**config.mk**
```make
export PLATFORM = sky130hd
export DESIGN_NAME = pulse_rate_monitor
export DESIGN_NICKNAME = d
export VERILOG_FILES = /design/src/rtl/prm_pkg.sv /design/src/rtl/prm_time_serial.sv /design/src/rtl/prm_rate_div.sv /design/src/rtl/prm_rate_ring.sv /design/src/rtl/pulse_rate_monitor.sv
export SDC_FILE = /design/constraint.sdc
export NUM_CORES = 1
export LEC_CHECK = 0
export ABC_CLOCK_PERIOD_IN_PS = 7800
export CORE_ASPECT_RATIO = 0.75
export CORE_MARGIN = 2
export CORE_UTILIZATION = 60
export CTS_BUF_LIST = sky130_fd_sc_hd__clkbuf_16
export DETAILED_ROUTE_END_ITERATION = 12
export DONT_BUFFER_PORTS = 1
export GPL_ROUTABILITY_DRIVEN = 0
export PLACE_DENSITY = 0.79
export SYNTH_ARGS = -nofsm -noshare
export SYNTH_HDL_FRONTEND = slang
export SYNTH_SLANG_ARGS = --single-unit
```
**constraint.sdc**
```tcl
create_clock -name aclk -period 7.8 [get_ports aclk]
set_clock_uncertainty 0.1 [all_clocks]
set_input_delay 0.78 -clock aclk [delete_from_list [all_inputs] [get_ports aclk]]
set_output_delay 0.78 -clock aclk [all_outputs]
set_load 0.01 [all_outputs]
```
**src/rtl/prm_pkg.sv**
```systemverilog
// ============================================================================
// prm_pkg: shared types and constants of the pulse rate monitor
// Field widths, register indexes, send reason codes and the status records
// that pass between the serial units and the control logic.
// ============================================================================
package prm_pkg;

    // Field widths fixed by the register map and the result format.
    localparam int TIME_W      = 32;
    localparam int TIME_CNT_W  = 5;
    localparam int GAP_W       = 16;
    localparam int DIV_CNT_W   = 4;
    localparam int RATE_W      = 8;
    localparam int THR_W       = 12;
    localparam int LIMIT_W     = 8;
    localparam int REASON_W    = 2;
    localparam int CFG_IDX_W   = 3;
    localparam int CFG_DATA_W  = 32;
    localparam int M_TDATA_W   = 16;

    // Rate arithmetic.
    localparam logic [GAP_W-1:0]  RATE_NUMERATOR = 16'd60000;
    localparam logic [RATE_W-1:0] RATE_MAX       = 8'hFF;

    // Register indexes on the configuration port.
    localparam logic [CFG_IDX_W-1:0] REG_LEVEL_THRESHOLD = 3'd0;
    localparam logic [CFG_IDX_W-1:0] REG_MIN_BEAT_GAP    = 3'd1;
    localparam logic [CFG_IDX_W-1:0] REG_MAX_BEAT_GAP    = 3'd2;
    localparam logic [CFG_IDX_W-1:0] REG_HIGH_RATE_LIMIT = 3'd3;
    localparam logic [CFG_IDX_W-1:0] REG_SEND_INTERVAL   = 3'd4;

    // Register values after reset.
    localparam logic [THR_W-1:0]   RST_LEVEL_THRESHOLD = 12'd1000;
    localparam logic [GAP_W-1:0]   RST_MIN_BEAT_GAP    = 16'd300;
    localparam logic [GAP_W-1:0]   RST_MAX_BEAT_GAP    = 16'd2000;
    localparam logic [LIMIT_W-1:0] RST_HIGH_RATE_LIMIT = 8'd100;
    localparam logic [TIME_W-1:0]  RST_SEND_INTERVAL   = 32'd10000;

    // Send reason codes.
    localparam logic [REASON_W-1:0] REASON_NONE     = 2'd0;
    localparam logic [REASON_W-1:0] REASON_HIGH     = 2'd1;
    localparam logic [REASON_W-1:0] REASON_PERIODIC = 2'd2;

    // Outcome of the bit-serial time unit, held after its done pulse.
    typedef struct packed {
        logic [GAP_W-1:0] gap;
        logic             gap_in_window;
        logic             elapsed_ge;
        logic             interval_zero;
    } time_result_t;

    // Outcome of the history scan.
    typedef struct packed {
        logic scan_done;
        logic others_high;
    } ring_status_t;

endpackage

```
**src/rtl/prm_time_serial.sv**
```systemverilog
// ============================================================================
// prm_time_serial: bit-serial time differences and compares
// Shifts the current time and the two stored event times out LSB first,
// forms both 32-bit differences one bit per cycle and compares them on the
// fly against the beat gap window and the send interval.
// ============================================================================
module prm_time_serial (
    input  logic                            aclk,
    input  logic                            aresetn,
    input  logic                            start,
    input  logic [prm_pkg::TIME_W-1:0]      now_ms,
    input  logic [prm_pkg::TIME_W-1:0]      last_beat,
    input  logic [prm_pkg::TIME_W-1:0]      last_send,
    input  logic [prm_pkg::GAP_W-1:0]       min_gap,
    input  logic [prm_pkg::GAP_W-1:0]       max_gap,
    input  logic [prm_pkg::TIME_W-1:0]      interval,
    output logic                            done,
    output prm_pkg::time_result_t           result
);
    import prm_pkg::*;

    localparam logic [TIME_CNT_W-1:0] LAST_BIT = TIME_CNT_W'(TIME_W - 1);

    logic [TIME_W-1:0]     now_sr_reg, beat_sr_reg, send_sr_reg, int_sr_reg;
    logic [GAP_W-1:0]      min_sr_reg, max_sr_reg, gap_sr_reg;
    logic                  borrow_g_reg, borrow_e_reg;
    logic                  gt_min_reg, lt_max_reg, ge_int_reg, int_zero_reg;
    logic [TIME_CNT_W-1:0] bit_cnt_reg;
    logic                  busy_reg, done_reg;

    logic a_bit, b_bit, c_bit, d_gap, d_ela;

    // One bit of each serial subtractor.
    always_comb begin
        a_bit = now_sr_reg[0];
        b_bit = beat_sr_reg[0];
        c_bit = send_sr_reg[0];
        d_gap = a_bit ^ b_bit ^ borrow_g_reg;
        d_ela = a_bit ^ c_bit ^ borrow_e_reg;
    end

    // Payload shift registers.
    always_ff @(posedge aclk) begin
        if (start) begin
            now_sr_reg  <= now_ms;
            beat_sr_reg <= last_beat;
            send_sr_reg <= last_send;
            int_sr_reg  <= interval;
            min_sr_reg  <= min_gap;
            max_sr_reg  <= max_gap;
        end else if (busy_reg) begin
            now_sr_reg  <= {1'b0, now_sr_reg[TIME_W-1:1]};
            beat_sr_reg <= {1'b0, beat_sr_reg[TIME_W-1:1]};
            send_sr_reg <= {1'b0, send_sr_reg[TIME_W-1:1]};
            int_sr_reg  <= {1'b0, int_sr_reg[TIME_W-1:1]};
            min_sr_reg  <= {1'b0, min_sr_reg[GAP_W-1:1]};
            max_sr_reg  <= {1'b0, max_sr_reg[GAP_W-1:1]};
            // Only the low half of the gap is kept for the divider.
            if (bit_cnt_reg < TIME_CNT_W'(GAP_W)) begin
                gap_sr_reg <= {d_gap, gap_sr_reg[GAP_W-1:1]};
            end
        end
    end

    // Borrows and LSB-first compare flags; a higher differing bit overrides.
    always_ff @(posedge aclk) begin
        if (start) begin
            borrow_g_reg <= 1'b0;
            borrow_e_reg <= 1'b0;
            gt_min_reg   <= 1'b0;
            lt_max_reg   <= 1'b0;
            ge_int_reg   <= 1'b1;
            int_zero_reg <= 1'b1;
        end else if (busy_reg) begin
            borrow_g_reg <= (~a_bit & b_bit) | (~(a_bit ^ b_bit) & borrow_g_reg);
            borrow_e_reg <= (~a_bit & c_bit) | (~(a_bit ^ c_bit) & borrow_e_reg);
            if (d_gap != min_sr_reg[0]) begin
                gt_min_reg <= d_gap;
            end
            if (d_gap != max_sr_reg[0]) begin
                lt_max_reg <= max_sr_reg[0];
            end
            if (d_ela != int_sr_reg[0]) begin
                ge_int_reg <= d_ela;
            end
            int_zero_reg <= int_zero_reg & ~int_sr_reg[0];
        end
    end

    // Bit counter and completion pulse.
    always_ff @(posedge aclk) begin
        if (!aresetn) begin
            busy_reg    <= 1'b0;
            done_reg    <= 1'b0;
            bit_cnt_reg <= '0;
        end else begin
            done_reg <= 1'b0;
            if (start) begin
                busy_reg    <= 1'b1;
                bit_cnt_reg <= '0;
            end else if (busy_reg) begin
                bit_cnt_reg <= bit_cnt_reg + 1'b1;
                if (bit_cnt_reg == LAST_BIT) begin
                    busy_reg <= 1'b0;
                    done_reg <= 1'b1;
                end
            end
        end
    end

    assign done                 = done_reg;
    assign result.gap           = gap_sr_reg;
    assign result.gap_in_window = gt_min_reg & lt_max_reg;
    assign result.elapsed_ge    = ge_int_reg;
    assign result.interval_zero = int_zero_reg;

endmodule

```
**src/rtl/prm_rate_div.sv**
```systemverilog
// ============================================================================
// prm_rate_div: serial rate divider
// Restoring division of the fixed numerator by the beat gap, one quotient
// bit per cycle, with the result saturated to the rate width.
// ============================================================================
module prm_rate_div (
    input  logic                          aclk,
    input  logic                          aresetn,
    input  logic                          start,
    input  logic [prm_pkg::GAP_W-1:0]     divisor,
    output logic                          done,
    output logic [prm_pkg::RATE_W-1:0]    rate
);
    import prm_pkg::*;

    localparam logic [DIV_CNT_W-1:0] LAST_STEP = DIV_CNT_W'(GAP_W - 1);

    logic [GAP_W-1:0]     rem_reg, quo_reg, dvd_reg, dvs_reg;
    logic [DIV_CNT_W-1:0] cnt_reg;
    logic                 busy_reg, done_reg;

    logic [GAP_W:0]   trial, diff;
    logic             fits;
    logic [GAP_W-1:0] rem_next;

    // One restoring step: bring down the next dividend bit and try to subtract.
    // The partial remainder stays below twice the divisor, so a clear top bit
    // of the difference means there was no borrow and the divisor fits.
    always_comb begin
        trial    = {rem_reg, dvd_reg[GAP_W-1]};
        diff     = trial - {1'b0, dvs_reg};
        fits     = ~diff[GAP_W];
        rem_next = fits ? diff[GAP_W-1:0] : trial[GAP_W-1:0];
    end

    // Datapath registers.
    always_ff @(posedge aclk) begin
        if (start) begin
            rem_reg <= '0;
            quo_reg <= '0;
            dvd_reg <= RATE_NUMERATOR;
            dvs_reg <= divisor;
        end else if (busy_reg) begin
            rem_reg <= rem_next;
            quo_reg <= {quo_reg[GAP_W-2:0], fits};
            dvd_reg <= {dvd_reg[GAP_W-2:0], 1'b0};
        end
    end

    // Step counter and completion pulse.
    always_ff @(posedge aclk) begin
        if (!aresetn) begin
            busy_reg <= 1'b0;
            done_reg <= 1'b0;
            cnt_reg  <= '0;
        end else begin
            done_reg <= 1'b0;
            if (start) begin
                busy_reg <= 1'b1;
                cnt_reg  <= '0;
            end else if (busy_reg) begin
                cnt_reg <= cnt_reg + 1'b1;
                if (cnt_reg == LAST_STEP) begin
                    busy_reg <= 1'b0;
                    done_reg <= 1'b1;
                end
            end
        end
    end

    // Saturate quotients that do not fit the rate field.
    assign rate = (|quo_reg[GAP_W-1:RATE_W]) ? RATE_MAX : quo_reg[RATE_W-1:0];
    assign done = done_reg;

endmodule

```
**src/rtl/prm_rate_ring.sv**
```systemverilog
// ============================================================================
// prm_rate_ring: ring of recent rates with a serial scan
// Holds the recent rates in a small memory. A scan reads one entry per
// cycle and checks that every entry other than the slot about to be
// overwritten lies above the high limit. Entries are filled in order after
// reset, so a fill flag stands in for clearing the memory.
// ============================================================================
module prm_rate_ring #(
    parameter int DEPTH = 10
) (
    input  logic                           aclk,
    input  logic                           aresetn,
    input  logic                           scan_start,
    input  logic [prm_pkg::LIMIT_W-1:0]    limit,
    input  logic                           commit,
    input  logic [prm_pkg::RATE_W-1:0]     wdata,
    output prm_pkg::ring_status_t          status
);
    import prm_pkg::*;

    localparam int IDX_W = (DEPTH > 1) ? $clog2(DEPTH) : 1;
    localparam logic [IDX_W-1:0] LAST_IDX = IDX_W'(DEPTH - 1);

    logic [RATE_W-1:0] mem [DEPTH];
    logic [RATE_W-1:0] rd_data_reg;

    logic [IDX_W-1:0] slot_reg, slot_next;
    logic             full_reg, full_next;
    logic [IDX_W-1:0] scan_idx_reg, scan_idx_next;
    logic             scanning_reg, scanning_next;
    logic             rd_vld_reg;
    logic [IDX_W-1:0] rd_idx_reg;
    logic             ok_reg, ok_next;
    logic             done_reg, done_next;
    logic             entry_high;

    // History memory: one write port, one registered read port.
    always_ff @(posedge aclk) begin
        if (commit) begin
            mem[slot_reg] <= wdata;
        end
        if (scanning_reg) begin
            rd_data_reg <= mem[scan_idx_reg];
        end
    end

    // Scan and slot control.
    always_comb begin
        entry_high    = (rd_data_reg > limit) && (rd_data_reg != '0);
        slot_next     = slot_reg;
        full_next     = full_reg;
        scan_idx_next = scan_idx_reg;
        scanning_next = scanning_reg;
        ok_next       = ok_reg;
        done_next     = rd_vld_reg && (rd_idx_reg == LAST_IDX);

        if (commit) begin
            slot_next = (slot_reg == LAST_IDX) ? '0 : slot_reg + 1'b1;
            full_next = full_reg | (slot_reg == LAST_IDX);
        end

        if (scan_start) begin
            scan_idx_next = '0;
            scanning_next = 1'b1;
            ok_next       = 1'b1;
        end else begin
            if (scanning_reg) begin
                if (scan_idx_reg == LAST_IDX) begin
                    scanning_next = 1'b0;
                end else begin
                    scan_idx_next = scan_idx_reg + 1'b1;
                end
            end
            // The slot about to be written is judged by the new rate instead.
            if (rd_vld_reg && (rd_idx_reg != slot_reg) && !entry_high) begin
                ok_next = 1'b0;
            end
        end
    end

    always_ff @(posedge aclk) begin
        if (!aresetn) begin
            slot_reg     <= '0;
            full_reg     <= 1'b0;
            scan_idx_reg <= '0;
            scanning_reg <= 1'b0;
            rd_vld_reg   <= 1'b0;
            rd_idx_reg   <= '0;
            ok_reg       <= 1'b0;
            done_reg     <= 1'b0;
        end else begin
            slot_reg     <= slot_next;
            full_reg     <= full_next;
            scan_idx_reg <= scan_idx_next;
            scanning_reg <= scanning_next;
            rd_vld_reg   <= scanning_reg;
            rd_idx_reg   <= scan_idx_reg;
            ok_reg       <= ok_next;
            done_reg     <= done_next;
        end
    end

    // The ring is only all high once every entry has been written.
    assign status.scan_done   = done_reg;
    assign status.others_high = ok_reg && (full_reg || (slot_reg == LAST_IDX));

    // A write must never land in the middle of a scan.
    a_no_commit_in_scan: assert property (@(posedge aclk) disable iff (!aresetn)
        commit |-> (!scanning_reg && !rd_vld_reg))
        else $error("history write during scan");

endmodule

```
**src/rtl/pulse_rate_monitor.sv**
```systemverilog
// ============================================================================
// pulse_rate_monitor: beat detection and rate reporting
// Detects rising threshold crossings of a pulse sensor, converts the beat
// gap to beats per minute and flags when the rate should be reported.
// ============================================================================
//
//  Channel  Direction  Payload (LSB first)                     Handshake
//  s_       in         sample, now_ms                          s_tvalid/s_tready
//  m_       out        rate_bpm, beat_seen, send_now, reason   m_tvalid/m_tready
//  cfg_     in         register index, write data              cfg_we only
//
//  One request at a time. The 32-bit bit-serial subtractor and the history
//  scan run side by side; when a beat falls inside the gap window, the
//  serial divider runs after them.
//  Reset is synchronous and active low; no clearing pass is needed.
//  A result waits in the output register while the next request is taken;
//  a stalled output holds only the final write-back of the following one.
//
module pulse_rate_monitor #(
    parameter int HISTORY_DEPTH = 10,
    parameter int SAMPLE_BITS   = 12
) (
    input  logic                                   aclk,
    input  logic                                   aresetn,
    // Input stream.
    input  logic                                   s_tvalid,
    output logic                                   s_tready,
    // s_tdata: sample, now_ms, zero padding.
    input  logic [((SAMPLE_BITS + prm_pkg::TIME_W + 7) / 8) * 8 - 1:0] s_tdata,
    // Result stream.
    output logic                                   m_tvalid,
    input  logic                                   m_tready,
    // m_tdata: rate_bpm, beat_seen, send_now, send_reason, zero padding.
    output logic [prm_pkg::M_TDATA_W-1:0]          m_tdata,
    // Configuration writes.
    input  logic                                   cfg_we,
    input  logic [prm_pkg::CFG_IDX_W-1:0]          cfg_index,
    input  logic [prm_pkg::CFG_DATA_W-1:0]         cfg_wdata
);
    import prm_pkg::*;

    localparam int CMP_W = (SAMPLE_BITS > THR_W) ? SAMPLE_BITS : THR_W;

    localparam logic [1:0] ST_IDLE   = 2'd0;
    localparam logic [1:0] ST_RUN    = 2'd1;
    localparam logic [1:0] ST_DIV    = 2'd2;
    localparam logic [1:0] ST_FINISH = 2'd3;

    // Configuration registers.
    logic [THR_W-1:0]   thr_reg;
    logic [GAP_W-1:0]   min_gap_reg, max_gap_reg;
    logic [LIMIT_W-1:0] limit_reg;
    logic [TIME_W-1:0]  interval_reg;

    // Control and state.
    logic [1:0]             state_reg, state_next;
    logic [SAMPLE_BITS-1:0] prev_sample_reg, prev_sample_next;
    logic [TIME_W-1:0]      last_beat_reg, last_beat_next;
    logic [TIME_W-1:0]      last_send_reg, last_send_next;
    logic [RATE_W-1:0]      rate_reg, rate_next;
    logic                   time_done_reg, time_done_next;
    logic                   scan_done_reg, scan_done_next;
    logic                   m_tvalid_reg, m_tvalid_next;

    // Per-request payload.
    logic [TIME_W-1:0]   now_reg;
    logic                beat_reg;
    logic [RATE_W-1:0]   rate_out_reg;
    logic                beat_out_reg, send_now_reg;
    logic [REASON_W-1:0] send_reason_reg;

    logic [SAMPLE_BITS-1:0] s_sample;
    logic [TIME_W-1:0]      s_now;
    logic                   accept, out_free, beat_now;
    logic                   div_start, div_done, commit;
    logic [RATE_W-1:0]      div_rate;
    logic                   time_done;
    time_result_t           time_res;
    ring_status_t           ring_status;
    logic                   all_high, periodic_hit, send_any;

    assign s_sample = s_tdata[SAMPLE_BITS-1:0];
    assign s_now    = s_tdata[SAMPLE_BITS +: TIME_W];

    assign s_tready = (state_reg == ST_IDLE);
    assign accept   = s_tvalid && s_tready;
    assign out_free = !m_tvalid_reg || m_tready;

    // Rising crossing of the level threshold.
    assign beat_now = (CMP_W'(s_sample) > CMP_W'(thr_reg)) &&
                      (CMP_W'(prev_sample_reg) <= CMP_W'(thr_reg));

    // Send decision; a sustained-high send moves the last send time to now,
    // so the periodic test then only passes with a zero interval.
    assign all_high     = ring_status.others_high && (rate_reg > limit_reg) &&
                          (rate_reg != '0);
    assign periodic_hit = (all_high ? time_res.interval_zero : time_res.elapsed_ge) &&
                          (rate_reg != '0);
    assign send_any     = all_high || periodic_hit;

    // Configuration register writes.
    always_ff @(posedge aclk) begin
        if (!aresetn) begin
            thr_reg      <= RST_LEVEL_THRESHOLD;
            min_gap_reg  <= RST_MIN_BEAT_GAP;
            max_gap_reg  <= RST_MAX_BEAT_GAP;
            limit_reg    <= RST_HIGH_RATE_LIMIT;
            interval_reg <= RST_SEND_INTERVAL;
        end else if (cfg_we) begin
            case (cfg_index)
                REG_LEVEL_THRESHOLD: thr_reg      <= cfg_wdata[THR_W-1:0];
                REG_MIN_BEAT_GAP:    min_gap_reg  <= cfg_wdata[GAP_W-1:0];
                REG_MAX_BEAT_GAP:    max_gap_reg  <= cfg_wdata[GAP_W-1:0];
                REG_HIGH_RATE_LIMIT: limit_reg    <= cfg_wdata[LIMIT_W-1:0];
                REG_SEND_INTERVAL:   interval_reg <= cfg_wdata[TIME_W-1:0];
                default: ;
            endcase
        end
    end

    // Sequencer: serial time unit and scan, then the divider for an in-window beat, then write-back.
    always_comb begin
        state_next       = state_reg;
        prev_sample_next = prev_sample_reg;
        last_beat_next   = last_beat_reg;
        last_send_next   = last_send_reg;
        rate_next        = rate_reg;
        time_done_next   = time_done_reg | time_done;
        scan_done_next   = scan_done_reg | ring_status.scan_done;
        m_tvalid_next    = m_tvalid_reg && !m_tready;
        div_start        = 1'b0;
        commit           = 1'b0;

        case (state_reg)
            ST_IDLE: begin
                if (accept) begin
                    prev_sample_next = s_sample;
                    time_done_next   = 1'b0;
                    scan_done_next   = 1'b0;
                    state_next       = ST_RUN;
                end
            end
            ST_RUN: begin
                if (time_done_reg && scan_done_reg) begin
                    if (beat_reg && time_res.gap_in_window) begin
                        div_start  = 1'b1;
                        state_next = ST_DIV;
                    end else begin
                        state_next = ST_FINISH;
                    end
                end
            end
            ST_DIV: begin
                if (div_done) begin
                    rate_next  = div_rate;
                    state_next = ST_FINISH;
                end
            end
            ST_FINISH: begin
                if (out_free) begin
                    m_tvalid_next = 1'b1;
                    commit        = 1'b1;
                    if (beat_reg) begin
                        last_beat_next = now_reg;
                    end
                    if (send_any) begin
                        last_send_next = now_reg;
                    end
                    state_next = ST_IDLE;
                end
            end
            default: begin
                state_next = ST_IDLE;
            end
        endcase
    end

    always_ff @(posedge aclk) begin
        if (!aresetn) begin
            state_reg       <= ST_IDLE;
            prev_sample_reg <= '0;
            last_beat_reg   <= '0;
            last_send_reg   <= '0;
            rate_reg        <= '0;
            time_done_reg   <= 1'b0;
            scan_done_reg   <= 1'b0;
            m_tvalid_reg    <= 1'b0;
        end else begin
            state_reg       <= state_next;
            prev_sample_reg <= prev_sample_next;
            last_beat_reg   <= last_beat_next;
            last_send_reg   <= last_send_next;
            rate_reg        <= rate_next;
            time_done_reg   <= time_done_next;
            scan_done_reg   <= scan_done_next;
            m_tvalid_reg    <= m_tvalid_next;
        end
    end

    // Request and result payload registers.
    always_ff @(posedge aclk) begin
        if (accept) begin
            now_reg  <= s_now;
            beat_reg <= beat_now;
        end
        if (commit) begin
            rate_out_reg    <= rate_reg;
            beat_out_reg    <= beat_reg;
            send_now_reg    <= send_any;
            send_reason_reg <= all_high ? REASON_HIGH :
                               (periodic_hit ? REASON_PERIODIC : REASON_NONE);
        end
    end

    assign m_tvalid = m_tvalid_reg;
    assign m_tdata  = {(M_TDATA_W - RATE_W - 2 - REASON_W)'(0), send_reason_reg,
                       send_now_reg, beat_out_reg, rate_out_reg};

    prm_time_serial u_time (
        .aclk      (aclk),
        .aresetn   (aresetn),
        .start     (accept),
        .now_ms    (s_now),
        .last_beat (last_beat_reg),
        .last_send (last_send_reg),
        .min_gap   (min_gap_reg),
        .max_gap   (max_gap_reg),
        .interval  (interval_reg),
        .done      (time_done),
        .result    (time_res)
    );

    prm_rate_div u_div (
        .aclk    (aclk),
        .aresetn (aresetn),
        .start   (div_start),
        .divisor (time_res.gap),
        .done    (div_done),
        .rate    (div_rate)
    );

    prm_rate_ring #(
        .DEPTH (HISTORY_DEPTH)
    ) u_ring (
        .aclk       (aclk),
        .aresetn    (aresetn),
        .scan_start (accept),
        .limit      (limit_reg),
        .commit     (commit),
        .wdata      (rate_reg),
        .status     (ring_status)
    );

    // An accepted request always starts the serial units.
    a_accept_starts: assert property (@(posedge aclk) disable iff (!aresetn)
        accept |=> (state_reg == ST_RUN))
        else $error("accepted request did not start processing");

    // A reason is given exactly when a send is flagged.
    a_reason_matches: assert property (@(posedge aclk) disable iff (!aresetn)
        m_tvalid_reg |-> (send_now_reg == (send_reason_reg != REASON_NONE)))
        else $error("send reason inconsistent with send flag");

    // The rate only changes when the divider finishes.
    a_rate_from_div: assert property (@(posedge aclk) disable iff (!aresetn)
        (state_reg != ST_DIV) |=> $stable(rate_reg))
        else $error("rate changed outside the divide step");

endmodule

```
## Word-level counts from Yosys, hierarchy flattened

Memory sizes are Yosys's and may differ from the RTL's. A register that Yosys moved wholly into a read port is not among the register bits.
Cells that the tools add are included.

| operators by class | value |
|---|---|
| multiplexer cells | 49 |
| divide/modulo/power cells | 0 |
| reductions and logical operators | 45 |
| bitwise gates (word level) | 25 |
| multipliers | 0 |
| add/subtract/negate cells | 5 |
| magnitude comparators | 5 |
| shift operators | 0 |
| equality and inequality tests | 20 |

Operators by type and width:

| cell | number |
|---|---|
| 32-bit 2-to-1 mux | 8 |
| 16-bit 2-to-1 mux | 5 |
| 1-bit 2-to-1 mux | 28 |
| 2-bit AND reduction | 11 |
| 17-bit by 16-bit subtractor with 17-bit output | 1 |
| 4-bit equality test (second input constant) | 4 |
| 8-bit greater-than comparator | 2 |
| 8-bit nonzero test | 2 |
| 1-bit logical AND | 13 |
| 4-bit by 1-bit adder with 4-bit output (second input constant) | 3 |
| 12-bit greater-than comparator | 1 |
| 12-bit less-or-equal comparator | 1 |
| 2-bit 2-to-1 mux | 5 |
| 1-bit NOT | 10 |
| 3-bit AND reduction | 3 |
| 8-bit 2-to-1 mux | 1 |
| 2-bit case mux with 4 select lines | 1 |
| 8-bit OR reduction | 1 |
| 1-bit AND | 6 |
| 3-bit by 2-bit equality test with 1-bit output (second input constant) | 2 |
| 3-bit OR reduction | 2 |
| 5-bit by 1-bit adder with 5-bit output (second input constant) | 1 |
| 5-bit equality test (second input constant) | 1 |
| 5-bit < comparator (second input constant) | 1 |
| other kinds (18) | 36 |

| word-level totals | value |
|---|---|
| register bits after elaboration | 489 |
| memories kept | 1 |
| bits in writable memories | 80 |
| ROM bits | 0 |
| latch bits | 0 |
| output and inout port bits | 18 |
| input bits | 88 |
| word-level logic and storage cells | 200 |

Memories:

| name | words | bits a word | rd ports | clocked after memory_dff | write ports | line | source |
|---|---|---|---|---|---|---|---|
| u_ring.mem | 10 | 8 | 1 | 1 | 1 | prm_rate_ring.sv:24 | `logic [RATE_W-1:0] mem [DEPTH];` |

## Logic depth before layout (Yosys ltp)

Gate-level depths: netlist of run 1.

| logic depth | value |
|---|---|
| depth after elaboration | 9 |
| mapped depth | 13 |
| depth with buffers taken out | 11 |

## Hierarchy

A second synthesis of run 1 with hierarchy kept.

| second synthesis, totals | value |
|---|---|
| cells, all modules | 1962 |
| area total of the unflattened synthesis | 24444.7 µm² |

By module, submodules not included:

| module | cells an instance | times used | sequential area each (µm²) | area each (µm²) |
|---|---|---|---|---|
| pulse_rate_monitor | 930 | 1 | 4814.6 | 8757.1 |
| prm_time_serial | 420 | 1 | 5545.3 | 8091.5 |
| prm_rate_ring | 264 | 1 | 2982.9 | 4282.9 |
| prm_rate_div | 348 | 1 | 1461.4 | 3313.2 |

## Worst setup path after synthesis of run 1

No wires, ideal clock.

| timing path | value |
|---|---|
| path type | flip-flop to flip-flop |
| start point | register u_time.busy_reg |
| end point | register u_time.beat_sr_reg[0] (enable) |
| stages on the path, launching flop included | 4 |
| required time | 7152 ps |
| period minus slack after synthesis | 5407 ps |
| path slack | 2393 ps |
| library setup time | 548 ps |
| path buffers | 2 |
| arrival time | 4759 ps |
| path through | dfxtp_1 clkbuf_1 clkbuf_1 nand2b_1 |

| between the ends | value |
|---|---|
| word-level cells in the longest chain between the ends | 1 |

Ends and longest elaborated chain:

| what | line | source |
|---|---|---|
| start, declared | prm_time_serial.sv:29 | `logic busy_reg, done_reg;` |
| start signal, assigned | prm_time_serial.sv:93 | `busy_reg <= 1'b0;` |
| start signal, assigned | prm_time_serial.sv:99 | `busy_reg <= 1'b1;` |
| start signal, assigned | prm_time_serial.sv:104 | `busy_reg <= 1'b0;` |
| 2-bit nonzero test (no line) | - |  |
| end signal, assigned | prm_time_serial.sv:46 | `beat_sr_reg <= last_beat;` |
| end signal, assigned | prm_time_serial.sv:53 | `beat_sr_reg <= {1'b0, beat_sr_reg[TIME_W-1:1]};` |
| end, declared | prm_time_serial.sv:24 | `logic [TIME_W-1:0] now_sr_reg, beat_sr_reg, send_sr_reg, int_sr_reg;` |

Every way passes these cells.
A chain may end at the register's enable or synchronous reset.

## Worst setup path after layout of run 1

| timing path | value |
|---|---|
| start point | register state_reg[0] |
| end point | register now_reg[29] (enable) |

| between the ends | value |
|---|---|
| word-level cells in the longest chain between the ends | 2 |

Ends and longest elaborated chain:

| what | line | source |
|---|---|---|
| start, declared | pulse_rate_monitor.sv:56 | `logic [1:0] state_reg, state_next;` |
| start signal, assigned | pulse_rate_monitor.sv:189 | `state_reg <= state_next;` |
| 2-bit zero test | pulse_rate_monitor.sv:85 | `assign s_tready = (state_reg == ST_IDLE);` |
| named net s_tready | pulse_rate_monitor.sv:27 | `output logic s_tready,` |
| 1-bit logical AND | pulse_rate_monitor.sv:86 | `assign accept = s_tvalid && s_tready;` |
| end signal, assigned | pulse_rate_monitor.sv:203 | `now_reg <= s_now;` |
| end, declared | pulse_rate_monitor.sv:66 | `logic [TIME_W-1:0] now_reg;` |

The timed path passes the listed nets, and every way through them passes these cells.

==> results.py, run 1 <==
metrics = {
    "global_routing": {
        "antenna_found_initial": 1,
        "grt_max_degree": 190,
        "grt_overflow": 0,
        "grt_pass1_wl_microns": 76600,
        "gr-usage-all-layers": 0.233,
        "grt_pass1_vias": 14882,
    },
    "drt": {
        "wl_microns": 47400,
        "ant_nets": 0,
        "dr.pass1.iters": 5,
        "drtIter0Drc": 1339,
        "drt-vias-per-instance": 5.65,
        "wire_per_inst_microns": 17.4,
        "vias": 15398,
        "drc": 0,
    },
    "power_and_ir_drop": {
        "power.density_mw_per_mm2": 321,
        "clockPowerShare": 0.313,
        "p_leak_nw": 10.1,
        "internal_power_mw": 5.99,
        "p_sw_mw": 2.30,
        "comb_power_share": 0.171,
        "peakVddDrop_v": 0.000192,
        "total_power_mw": 8.29,
        "pwr-share-seq": 0.516,
        "switching_share": 0.277,
    },
    "die": {
        "io_pins": 106,
        "initial_core_util": 0.605,
        "die_w_microns": 234,
        "die_h_microns": 176,
        "die_area_sq_mm": 0.0412,
        "coreArea_sq_mm": 0.0393,
        "rows": 63,
    },
    "yosys": {
        "ys_ff_latch": 576,
        "ys_seq_area_frac": 0.622,
        "yosysWarningCount": 0,
        "synth_top_area_share": 0.411,
        "synthTopCellsByArea": "edfxtp_1, dfxtp_1, nand2_1, a21boi_0, mux2i_1",
        "synth_edf_count": 325,
        "yosysTopAreaCell": "edfxtp_1",
        "synth-async-reset-ratio": 0,
        "synthDistinctLibCells": 60,
        "synth_flop_cell": "edfxtp_1",
        "syn_area_per_cell_sq_um": 10.8,
        "synthCells": 2206,
        "synth_area_sq_mm": 0.0238,
    },
    "timing": {
        "period_needed_ns": 4.10,
        "finalSetupViolCount": 0,
        "whs_ns": 0.187,
        "fmax_ghz": 0.244,
        "hold_viol": 0,
        "rsz0062_at_grt": "no",
        "worst_pin_slew_ns": 1.30,
        "fin_crit_sh": 0.525,
        "final-max-slew-violation-count": 0,
        "setup_slack_ns": 3.70,
        "maxSlewHeadroom": 0.125,
        "setup_tns_ns": 0,
    },
    "placed_design": {
        "place_hpwl_microns": 28900,
        "numPortBuffers": 0,
        "dpl-instance-area_sq_mm": 0.0241,
        "placed_cells": 2624,
        "dp_slack_ns": 3.74,
    },
    "job": {
        "drv_cap": 0,
    },
    "critical_path": {
        "worstPathRequired_ns": 7.91,
        "r2r_start": "state_reg[0]",
        "crit_arrival_ns": 4.20,
        "worstSetupEndpointType": "register",
        "cp_max_fo": 137,
        "start_kind": "register",
        "cp-startpoint": "state_reg[0]",
        "critPathKind": "register to register",
    },
    "finish": {
        "largest_reg_flops": 80,
        "areaGrowthSynthToFinish_pct": 8.82,
        "drive_above_1_share": 0.0603,
        "finish.instance_area_sq_mm": 0.0259,
        "layoutNonFillerInstCount": 2724,
        "finalNetCount": 2316,
        "utilization": 0.659,
        "n_antenna_cell": 0,
        "largest-register": "u_ring.mem",
    },
    "clock_network": {
        "cts_sinks": 576,
        "cts_resized": 0,
        "cts_max_level": 2,
        "postCtsSetupBuffers": 0,
        "ctsRootBufferMaster": "clkbuf_16",
        "clkLatencyLatePin_ns": 0.58,
        "cts.hold.buffers_added": 0,
        "numCtsBuffers": 53,
        "clkSlewWorstSetupHoldPaths_ns": 0.06,
        "cts_max_path_buffers": 3,
        "cts_tree": "built",
    },
    "hold_path": {
        "min_from": "aresetn",
        "hp-class": "input pin to register",
    },
    "outcome": {
        "status": "completed",
    },
}
## final cells by class
cell class / instances / area (sq um)
multi-input cells: 1455 / 8300
fillers: 2870 / 13400
inverters: 57 / 219
clock buffers: 54 / 1350
repair buffers: 17 / 144
clock inverters: 45 / 408
well taps: 520 / 651
flip-flops and latches: 576 / 14800
## metal layers
layer  global-route usage  share of wire  vias up
met1                0.316           0.44     7454
met5                    0              0        -
met2                0.380           0.47      431
met3               0.0472          0.062       92
met4               0.0728          0.026        0
li1                     -              -     7421
## final timing paths
kind	cells past startpoint	slack, ns	end
worst min register to register	0	0.33	u_div.dvs_reg[0]
worst min-delay path	1	0.19	min_gap_reg[3]
worst max register to register	6	3.70	now_reg[29]
worst max-delay path	6	3.70	now_reg[29]
## cell families after synthesis
logic type | synth area share
AOI/OAI and AO/OA | 0.0798
xor gates and xnor gates | 0.00921
adders and majority gates | 0.0367
buffers and inverters | 0.0300
DFF | 0.622
muxes | 0.0508
other | 0.000158
and+or+nand+nor | 0.171
## power by group through the flow
stage	Clock, mW	Sequential, mW	Combinational [mW]
global placement	0	4.31	1.35
floorplan	0	4.30	1.10
finish	2.60	4.28	1.42
detailed placement	0	4.34	1.41
global route	2.76	4.34	1.61
CTS	2.64	4.28	1.43
## cell usage in the layout (no fill, tap or decap), types with 4 or more instances in the layout
cell | synthesis | final
a21oi_1 | 45 | 45
nand2b_1 | 15 | 14
edfxtp_1 | 325 | 325
and2_1 | 10 | 10
a211oi_1 | 10 | 10
nor3_1 | 13 | 13
nor2_1 | 73 | 73
clkinv_2 | 0 | 8
o21a_1 | 8 | 8
o21ai_0 | 35 | 35
conb_1 | 1 | 4
xnor2_1 | 16 | 15
xor2_1 | 9 | 9
bufinv_16 | 0 | 7
o21ai_1 | 4 | 4
clkinv_1 | 0 | 10
dfxtp_1 | 251 | 250
ha_1 | 65 | 65
mux2i_1 | 82 | 82
and3_1 | 12 | 12
buf_4 | 6 | 15
nor2b_1 | 53 | 53
inv_1 | 56 | 68
nand2_1 | 754 | 753
nor4_1 | 7 | 7
a21boi_0 | 110 | 110
nand3_1 | 28 | 28
a21o_1 | 12 | 12
nand4_1 | 11 | 11
o221a_2 | 8 | 8
clkbuf_16 | 0 | 54
o211ai_1 | 14 | 14
mux4_2 | 16 | 16
## synth_stat cells (all sizes together), types with 3 or more instances
cell / instances
a21o: 12
inv: 57
and2: 10
xnor2: 16
nor3: 13
nor2b: 53
a21oi: 46
mux2i: 82
and3: 12
or3: 3
nor4: 7
nand2b: 15
a221oi: 3
o21a: 8
dfxtp: 251
edfxtp: 325
fa: 3
nand3: 28
nand4: 11
nor2: 73
a211oi: 11
clkbuf: 105
o211ai: 14
a21boi: 110
nand2: 754
o21ai: 41
ha: 65
o221a: 8
buf: 16
a2111oi: 3
xor2: 9
mux4: 16
or2: 3
## critical path, cell delays in order (launching register included)
cell	delay, ns
dfxtp_1	0.35
inv_1	0.11
ha_1	0.61
nand2_4	0.41
buf_4	0.48
inv_6	0.86
buf_4	0.70
(Power assumes the default switching activity.)
==> run 2, diff against run 1 <==
--- a/config.mk
+++ b/config.mk
@@ -5,15 +5,16 @@
 export SDC_FILE = /design/constraint.sdc
 export NUM_CORES = 1
 export LEC_CHECK = 0
-export ABC_CLOCK_PERIOD_IN_PS = 7800
+export ABC_AREA = 1
+export ABC_CLOCK_PERIOD_IN_PS = 3700
 export CORE_ASPECT_RATIO = 0.75
 export CORE_MARGIN = 2
-export CORE_UTILIZATION = 60
+export CORE_UTILIZATION = 57
 export CTS_BUF_LIST = sky130_fd_sc_hd__clkbuf_16
 export DETAILED_ROUTE_END_ITERATION = 12
 export DONT_BUFFER_PORTS = 1
 export GPL_ROUTABILITY_DRIVEN = 0
-export PLACE_DENSITY = 0.79
+export PLACE_DENSITY = 0.78
 export SYNTH_ARGS = -nofsm -noshare
 export SYNTH_HDL_FRONTEND = slang
 export SYNTH_SLANG_ARGS = --single-unit
==> constraint.sdc (replaced) <==
create_clock -name aclk -period 3.7 [get_ports aclk]
set_clock_uncertainty 0.1 [all_clocks]
set_input_delay 0.37 -clock aclk [delete_from_list [all_inputs] [get_ports aclk]]
set_output_delay 0.37 -clock aclk [all_outputs]
set_load 0.01 [all_outputs]
==> run 2 against run 1 <==
Net effect:
- area after synthesis grew 0.14%
- critical path type unchanged
- fmax increased by 46%
- non-clock buffer count is 86 higher
- highest routed layer is now met5
- combinational power up 87%
- hold slack worse by 0.14 ns
- register-to-register slack worse by 2.8 ns
- largest cell class unchanged
- critical path depth unchanged
- sequential power up 110%
- die area is 5.3% higher
- power grew 100%
==> results.py, run 2 <==
metrics = {
    "yosys": {
        "syn_area_per_cell_sq_um": 9.34,
        "synthCells": 2549,
        "synthTopCellsByCount": "nand2_1, edfxtp_1, nor2_1, dfxtp_1, o21ai_0",
        "synth-async-reset-ratio": 0,
        "synth_edf_count": 325,
        "yosysTopAreaCell": "edfxtp_1",
        "synth_most_common_cell": "nand2_1",
        "ys_seq_area_frac": 0.622,
        "ys_ff_latch": 577,
        "yosysWarningCount": 0,
        "synth_area_sq_mm": 0.0238,
        "synth_top_area_share": 0.410,
        "synthTopCellsByArea": "edfxtp_1, dfxtp_1, nand2_1, o21ai_0, nor2_1",
        "synth_flop_cell": "edfxtp_1",
        "synthDistinctLibCells": 40,
    },
    "drt": {
        "drt-vias-per-instance": 5.38,
        "ant_nets": 0,
        "wl_microns": 50600,
        "wire_per_inst_microns": 15.8,
        "drc": 0,
        "dr.pass1.iters": 5,
        "vias": 17200,
        "drtIter0Drc": 1791,
    },
    "power_and_ir_drop": {
        "comb_power_share": 0.157,
        "internal_power_mw": 12.3,
        "peakVddDrop_v": 0.000485,
        "clockPowerShare": 0.320,
        "p_leak_nw": 11.2,
        "power.density_mw_per_mm2": 633,
        "p_sw_mw": 4.66,
        "pwr-share-seq": 0.524,
        "switching_share": 0.275,
        "total_power_mw": 17.0,
    },
    "timing": {
        "maxSlewHeadroom": 0.300,
        "hold_viol": 0,
        "period_needed_ns": 2.81,
        "setup_tns_ns": 0,
        "fin_crit_sh": 0.758,
        "finalSetupViolCount": 0,
        "fmax_ghz": 0.356,
        "rsz0062_at_grt": "no",
        "final-max-slew-violation-count": 0,
        "worst_pin_slew_ns": 1.05,
    },
    "die": {
        "die_h_microns": 181,
        "rows": 64,
        "die_area_sq_mm": 0.0434,
        "die_w_microns": 240,
        "io_pins": 106,
        "coreArea_sq_mm": 0.0410,
        "initial_core_util": 0.580,
    },
    "global_routing": {
        "grt_pass1_wl_microns": 83900,
        "grt_overflow": 0,
        "gr-usage-all-layers": 0.236,
        "grt_max_degree": 176,
        "grt_pass1_vias": 16922,
        "antenna_found_initial": 2,
    },
    "outcome": {
        "status": "completed",
    },
    "clock_network": {
        "cts.hold.buffers_added": 79,
        "cts_max_level": 2,
        "numCtsBuffers": 53,
        "cts_resized": 0,
        "cts_sinks": 577,
        "clkLatencyLatePin_ns": 0.59,
        "cts_tree": "built",
        "postCtsSetupBuffers": 0,
        "clkSlewWorstSetupHoldPaths_ns": 0.06,
        "cts_max_path_buffers": 3,
        "ctsRootBufferMaster": "clkbuf_16",
    },
    "placed_design": {
        "place_hpwl_microns": 30000,
        "numPortBuffers": 0,
    },
    "hold_path": {
        "min_path_cells": 3,
        "hp-class": "input pin to register",
        "min_from": "m_tready",
    },
    "critical_path": {
        "r2r_start": "state_reg[0]",
        "cp-startpoint": "state_reg[0]",
        "regToRegSetupSlack_ns": 0.89,
        "start_kind": "register",
        "crit_cells": 6,
        "path_delay_family": "buffers and inverters",
        "slowest_delay_ns": 0.63,
        "crit_arrival_ns": 3.19,
        "r2r_end": "u_ring.scan_idx_reg[1]",
        "cp_max_fo": 70,
        "crit_chain": "inv_1 -> ha_1 -> nand2_4 -> buf_4 -> nand2_1 -> a211oi_1",
        "endpoint": "u_ring.scan_idx_reg[1]",
        "cp.buffers_inverters": 2,
        "reg2reg_depth": 6,
        "slowest_stage": "buf_4",
        "worstSetupEndpointType": "register",
        "critPathKind": "register to register",
        "worstPathRequired_ns": 4.08,
    },
    "finish": {
        "largest_reg_flops": 80,
        "final_common_cell": "nand2_1",
        "drive_above_1_share": 0.0425,
        "final_cell_mix": "nand2_1, edfxtp_1, nor2_1, dfxtp_1",
        "largest-register": "u_ring.mem",
        "areaGrowthSynthToFinish_pct": 12.6,
        "finalNetCount": 2746,
        "fillers": 3086,
    },
    "job": {
        "drv_cap": 0,
    },
}
## run 2: cell count changes after synthesis, moves of 15 or more
cell      change
nor2_1      +223
o21ai_0     +216
inv_1       +178
a21boi_0    -110
a21oi_1      +91
mux2i_1      -82
nand2_1      -62
nor2b_1      -53
nand3_1      +39
mux4_2       -16
nand2b_1     -15
## run 2: final cells by class
class	count	area (sq um)	share of cell area
clock buffer	53	1330	0.0495
inverter	241	907	0.0339
timing repair buffer	103	1030	0.0383
antenna	2	5.00	0.000187
clock inverter	47	397	0.0148
sequential	577	14800	0.553
tap	561	702	0.0262
multi-input combinational	1614	7620	0.285
## run 2: power groups by stage
stage / combinational, mW / sequential (mW) / clock, mW
final: 2.66 / 8.89 / 5.42
after global routing: 3.05 / 9.02 / 5.74
after CTS: 2.65 / 8.88 / 5.48
after detailed placement: 2.51 / 8.99 / 0
after global placement: 2.41 / 8.95 / 0
after floorplan: 1.89 / 8.87 / 0
## run 2: tightest hold or removal path, stage by stage
cell and delay (ns):
nor2_1 0.07, inv_1 0.08, a21oi_1 0.11
## run 2: cell families (layout without fill, tap and decap cells)
family,count (synthesis),count (layout),synth area share
AO/OA/AOI/OAI,430,430,0.0949
XOR/XNOR,16,16,0.00589
adder cells (fa/ha/maj),68,68,0.0367
buffers and inverters,361,444,0.0595
flip-flops,577,577,0.622
other,1,6,0.000158
AND/OR/NAND/NOR,1096,1096,0.181
## run 2: per-stage QoR
step	instance area [sq um]	std cells	hold slack [ns]	util	setup WS [ns]
5_1_grt	26800	3196	0.0446	0.653	0.611
3_5_place_dp	24300	3017	0.307	0.592	0.896
6_report	26800	3198	0.0426	0.653	0.895
3_3_place_gp	24300	3017	0.315	0.592	1.02
4_1_cts	26800	3196	0.0115	0.653	0.827
2_1_floorplan	23800	2552	0.300	-	0.772
## run 2: worst min path at each step
stage                        to  slack [ns]
2_1_floorplan  u_div.dvs_reg[0]        0.30
3_3_place_gp   u_div.dvs_reg[0]        0.31
3_5_place_dp   u_div.dvs_reg[0]        0.31
4_1_cts                m_tvalid        0.01
5_1_grt                m_tvalid        0.04
6_report               m_tvalid        0.04
## run 2: per-layer routing
metal	up-vias	track usage	wire length (microns)
met5	-	0	13
met4	2	0.0641	1120
met3	96	0.0451	3450
met2	538	0.379	23500
met1	8117	0.330	22600
li1	8447	-	-
==> run 3, diff against run 2 <==
--- a/config.mk
+++ b/config.mk
@@ -6,7 +6,7 @@
 export NUM_CORES = 1
 export LEC_CHECK = 0
 export ABC_AREA = 1
-export ABC_CLOCK_PERIOD_IN_PS = 3700
+export ABC_CLOCK_PERIOD_IN_PS = 2550
 export CORE_ASPECT_RATIO = 0.75
 export CORE_MARGIN = 2
 export CORE_UTILIZATION = 57
==> constraint.sdc (replaced) <==
create_clock -name aclk -period 2.55 [get_ports aclk]
set_clock_uncertainty 0.1 [all_clocks]
set_input_delay 0.255 -clock aclk [delete_from_list [all_inputs] [get_ports aclk]]
set_output_delay 0.255 -clock aclk [all_outputs]
set_load 0.01 [all_outputs]
==> run 3 against run 2 <==
Net effect:
- via count increased by 2.6%
- highest routed layer is now met4
- sequential share of layout area down 1.0 points
- non-clock buffer count up 51
- first-iteration DRC count down 2.8%
- critical path type unchanged
==> results.py, run 3 (synthesis results as in run 2) <==
metrics = {
    "critical_path": {
        "worstPathRequired_ns": 2.94,
        "crit_arrival_ns": 2.80,
        "path_delay_family": "simple AND/OR/NAND/NOR gates",
        "cpMostUsedCell": "nand2_1",
        "worstSetupEndpointType": "register",
        "slowest_stage": "edfxtp_1",
        "critPathKind": "register to register",
        "cp.buffers_inverters": 3,
        "cp_max_fo": 7,
        "crit_chain": "ha_1 -> fa_2 -> inv_1 -> nand2_1 -> nand2_1 -> nand3_1 -> nand2_1 -> nand2_2 -> nand3_2 -> nand2_2 -> buf_4 -> o21ai_0 -> inv_1",
        "slowest_delay_ns": 0.37,
        "start_kind": "register",
    },
    "die": {
        "die_area_sq_mm": 0.0434,
        "io_pins": 106,
        "die_w_microns": 240,
        "rows": 64,
        "initial_core_util": 0.580,
        "coreArea_sq_mm": 0.0410,
        "die_h_microns": 181,
    },
    "timing": {
        "whs_ns": 0.0311,
        "finalSetupViolCount": 0,
        "final-max-slew-violation-count": 0,
        "rsz0062_at_grt": "yes",
        "setup_tns_ns": 0,
        "period_needed_ns": 2.41,
        "fmax_ghz": 0.415,
        "fin_crit_sh": 0.945,
        "setup_slack_ns": 0.141,
        "maxSlewHeadroom": 0.477,
        "hold_viol": 0,
        "worst_pin_slew_ns": 0.784,
    },
    "placed_design": {
        "numPortBuffers": 0,
        "dp_slack_ns": 0.0147,
        "dpl-instance-area_sq_mm": 0.0246,
        "placed_cells": 3041,
        "place_hpwl_microns": 31900,
    },
    "clock_network": {
        "clkSlewWorstSetupHoldPaths_ns": 0.07,
        "clkLatencyLatePin_ns": 0.61,
        "cts_max_level": 2,
        "cts_max_path_buffers": 3,
        "ctsRootBufferMaster": "clkbuf_16",
        "cts_sinks": 577,
        "numCtsBuffers": 52,
        "cts_tree": "built",
    },
    "finish": {
        "largest_reg_flops": 80,
        "final_cell_mix": "nand2_1, edfxtp_1, nor2_1, dfxtp_1, o21ai_0",
        "finalNetCount": 2797,
        "largest-register": "u_ring.mem",
        "final_common_cell": "nand2_1",
        "finish.instance_area_sq_mm": 0.0273,
        "layoutNonFillerInstCount": 3245,
        "areaGrowthSynthToFinish_pct": 14.7,
        "drive_above_1_share": 0.0570,
        "fillers": 3035,
    },
    "power_and_ir_drop": {
        "clockPowerShare": 0.304,
        "p_sw_mw": 6.96,
        "internal_power_mw": 17.5,
        "switching_share": 0.285,
        "power.density_mw_per_mm2": 895,
        "pwr-share-seq": 0.529,
        "p_leak_nw": 11.4,
        "comb_power_share": 0.168,
        "peakVddDrop_v": 0.000606,
    },
    "job": {
        "drv_cap": 0,
    },
    "global_routing": {
        "grt_overflow": 0,
        "grt_pass1_wl_microns": 86800,
        "grt_pass1_vias": 17353,
        "grt_max_degree": 165,
        "gr-usage-all-layers": 0.247,
        "antenna_found_initial": 1,
    },
    "drt": {
        "drtIter0Drc": 1740,
        "wl_microns": 53300,
        "wire_per_inst_microns": 16.4,
        "vias": 17654,
        "drt-vias-per-instance": 5.44,
        "dr.pass1.iters": 7,
        "drc": 0,
        "ant_nets": 0,
    },
    "outcome": {
        "status": "completed",
    },
    "hold_path": {
        "hp-class": "input pin to register",
    },
}
run 3: cell types whose count changed in the layout (fill, tap and decap cells not counted), sizes merged:
cell         before  now
clkbuf           53   54
clkinvlp          0    2
buf              25   53
diode             2    1
dlygate4sd3      78  101
inv             256  254
bufinv            6    0
clkinv           26   27
nand2           694  695
run 3: final cells by class:
| class | count | area (sq um) | area share |
|---|---|---|---|
| Antenna cell | 1 | 2.50 | 0.0000917 |
| Clock buffer | 54 | 1350 | 0.0495 |
| Clock inverter | 42 | 270 | 0.00990 |
| Inverter | 241 | 911 | 0.0334 |
| Multi-Input combinational cell | 1615 | 7670 | 0.281 |
| Sequential cell | 577 | 14800 | 0.543 |
| Tap cell | 561 | 702 | 0.0257 |
| Timing Repair Buffer | 154 | 1580 | 0.0579 |
run 3: power by group through the flow:
stage          combinational, mW  clock [mW]  sequential [mW]
2_1_floorplan               2.76           0             12.9
3_3_place_gp                3.62           0             13.0
3_5_place_dp                3.81           0             13.1
4_1_cts                     4.03        7.52             12.9
5_1_grt                     4.63        7.90             13.1
6_report                    4.10        7.41             12.9
run 3: metrics by stage:
| stage | total power [mW] | utilization |
|---|---|---|
| global route | 25.6 | 0.665 |
| finish | 24.4 | 0.666 |
| detailed placement | 16.9 | 0.599 |
| global placement | 16.6 | 0.599 |
| floorplan | 15.6 | - |
| CTS | 24.4 | 0.664 |
run 3: timing repair:
action / 4_1_cts / 5_1_grt
buffers inserted: 0 / 4
endpoints found under the hold margin: 251 / 0
hold buffers: 102 / 0
cloned: 0 / 1
setup endpoints to repair: 1 / 18
resized for setup: 1 / 9
pin swaps: 0 / 1
run 3: worst paths after layout:
path                            cells after the start  slack [ns]                  from          endpoint
worst min-delay path                                2        0.03               aresetn   u_ring.full_reg
worst min register to register                      0        0.33  u_time.gap_sr_reg[0]  u_div.dvs_reg[0]
worst max register to register                     13        0.14      u_div.dvs_reg[0]  u_div.quo_reg[0]
worst max-delay path                               13        0.14      u_div.dvs_reg[0]  u_div.quo_reg[0]
run 3: metal layers:
metal	part of all wire	up-vias	GRT usage
li1	-	8548	-
met4	0.023	0	0.0783
met3	0.074	104	0.0431
met5	0	-	0
met2	0.47	699	0.401
met1	0.43	8303	0.340
run 3: worst reg2reg max path: stages, from the launching register on:
cell	delay (ns)
edfxtp_1	0.37
ha_1	0.24
fa_2	0.37
inv_1	0.10
nand2_1	0.05
nand2_1	0.09
nand3_1	0.07
nand2_1	0.11
nand2_2	0.09
nand3_2	0.15
nand2_2	0.18
buf_4	0.19
o21ai_0	0.14
inv_1	0.05
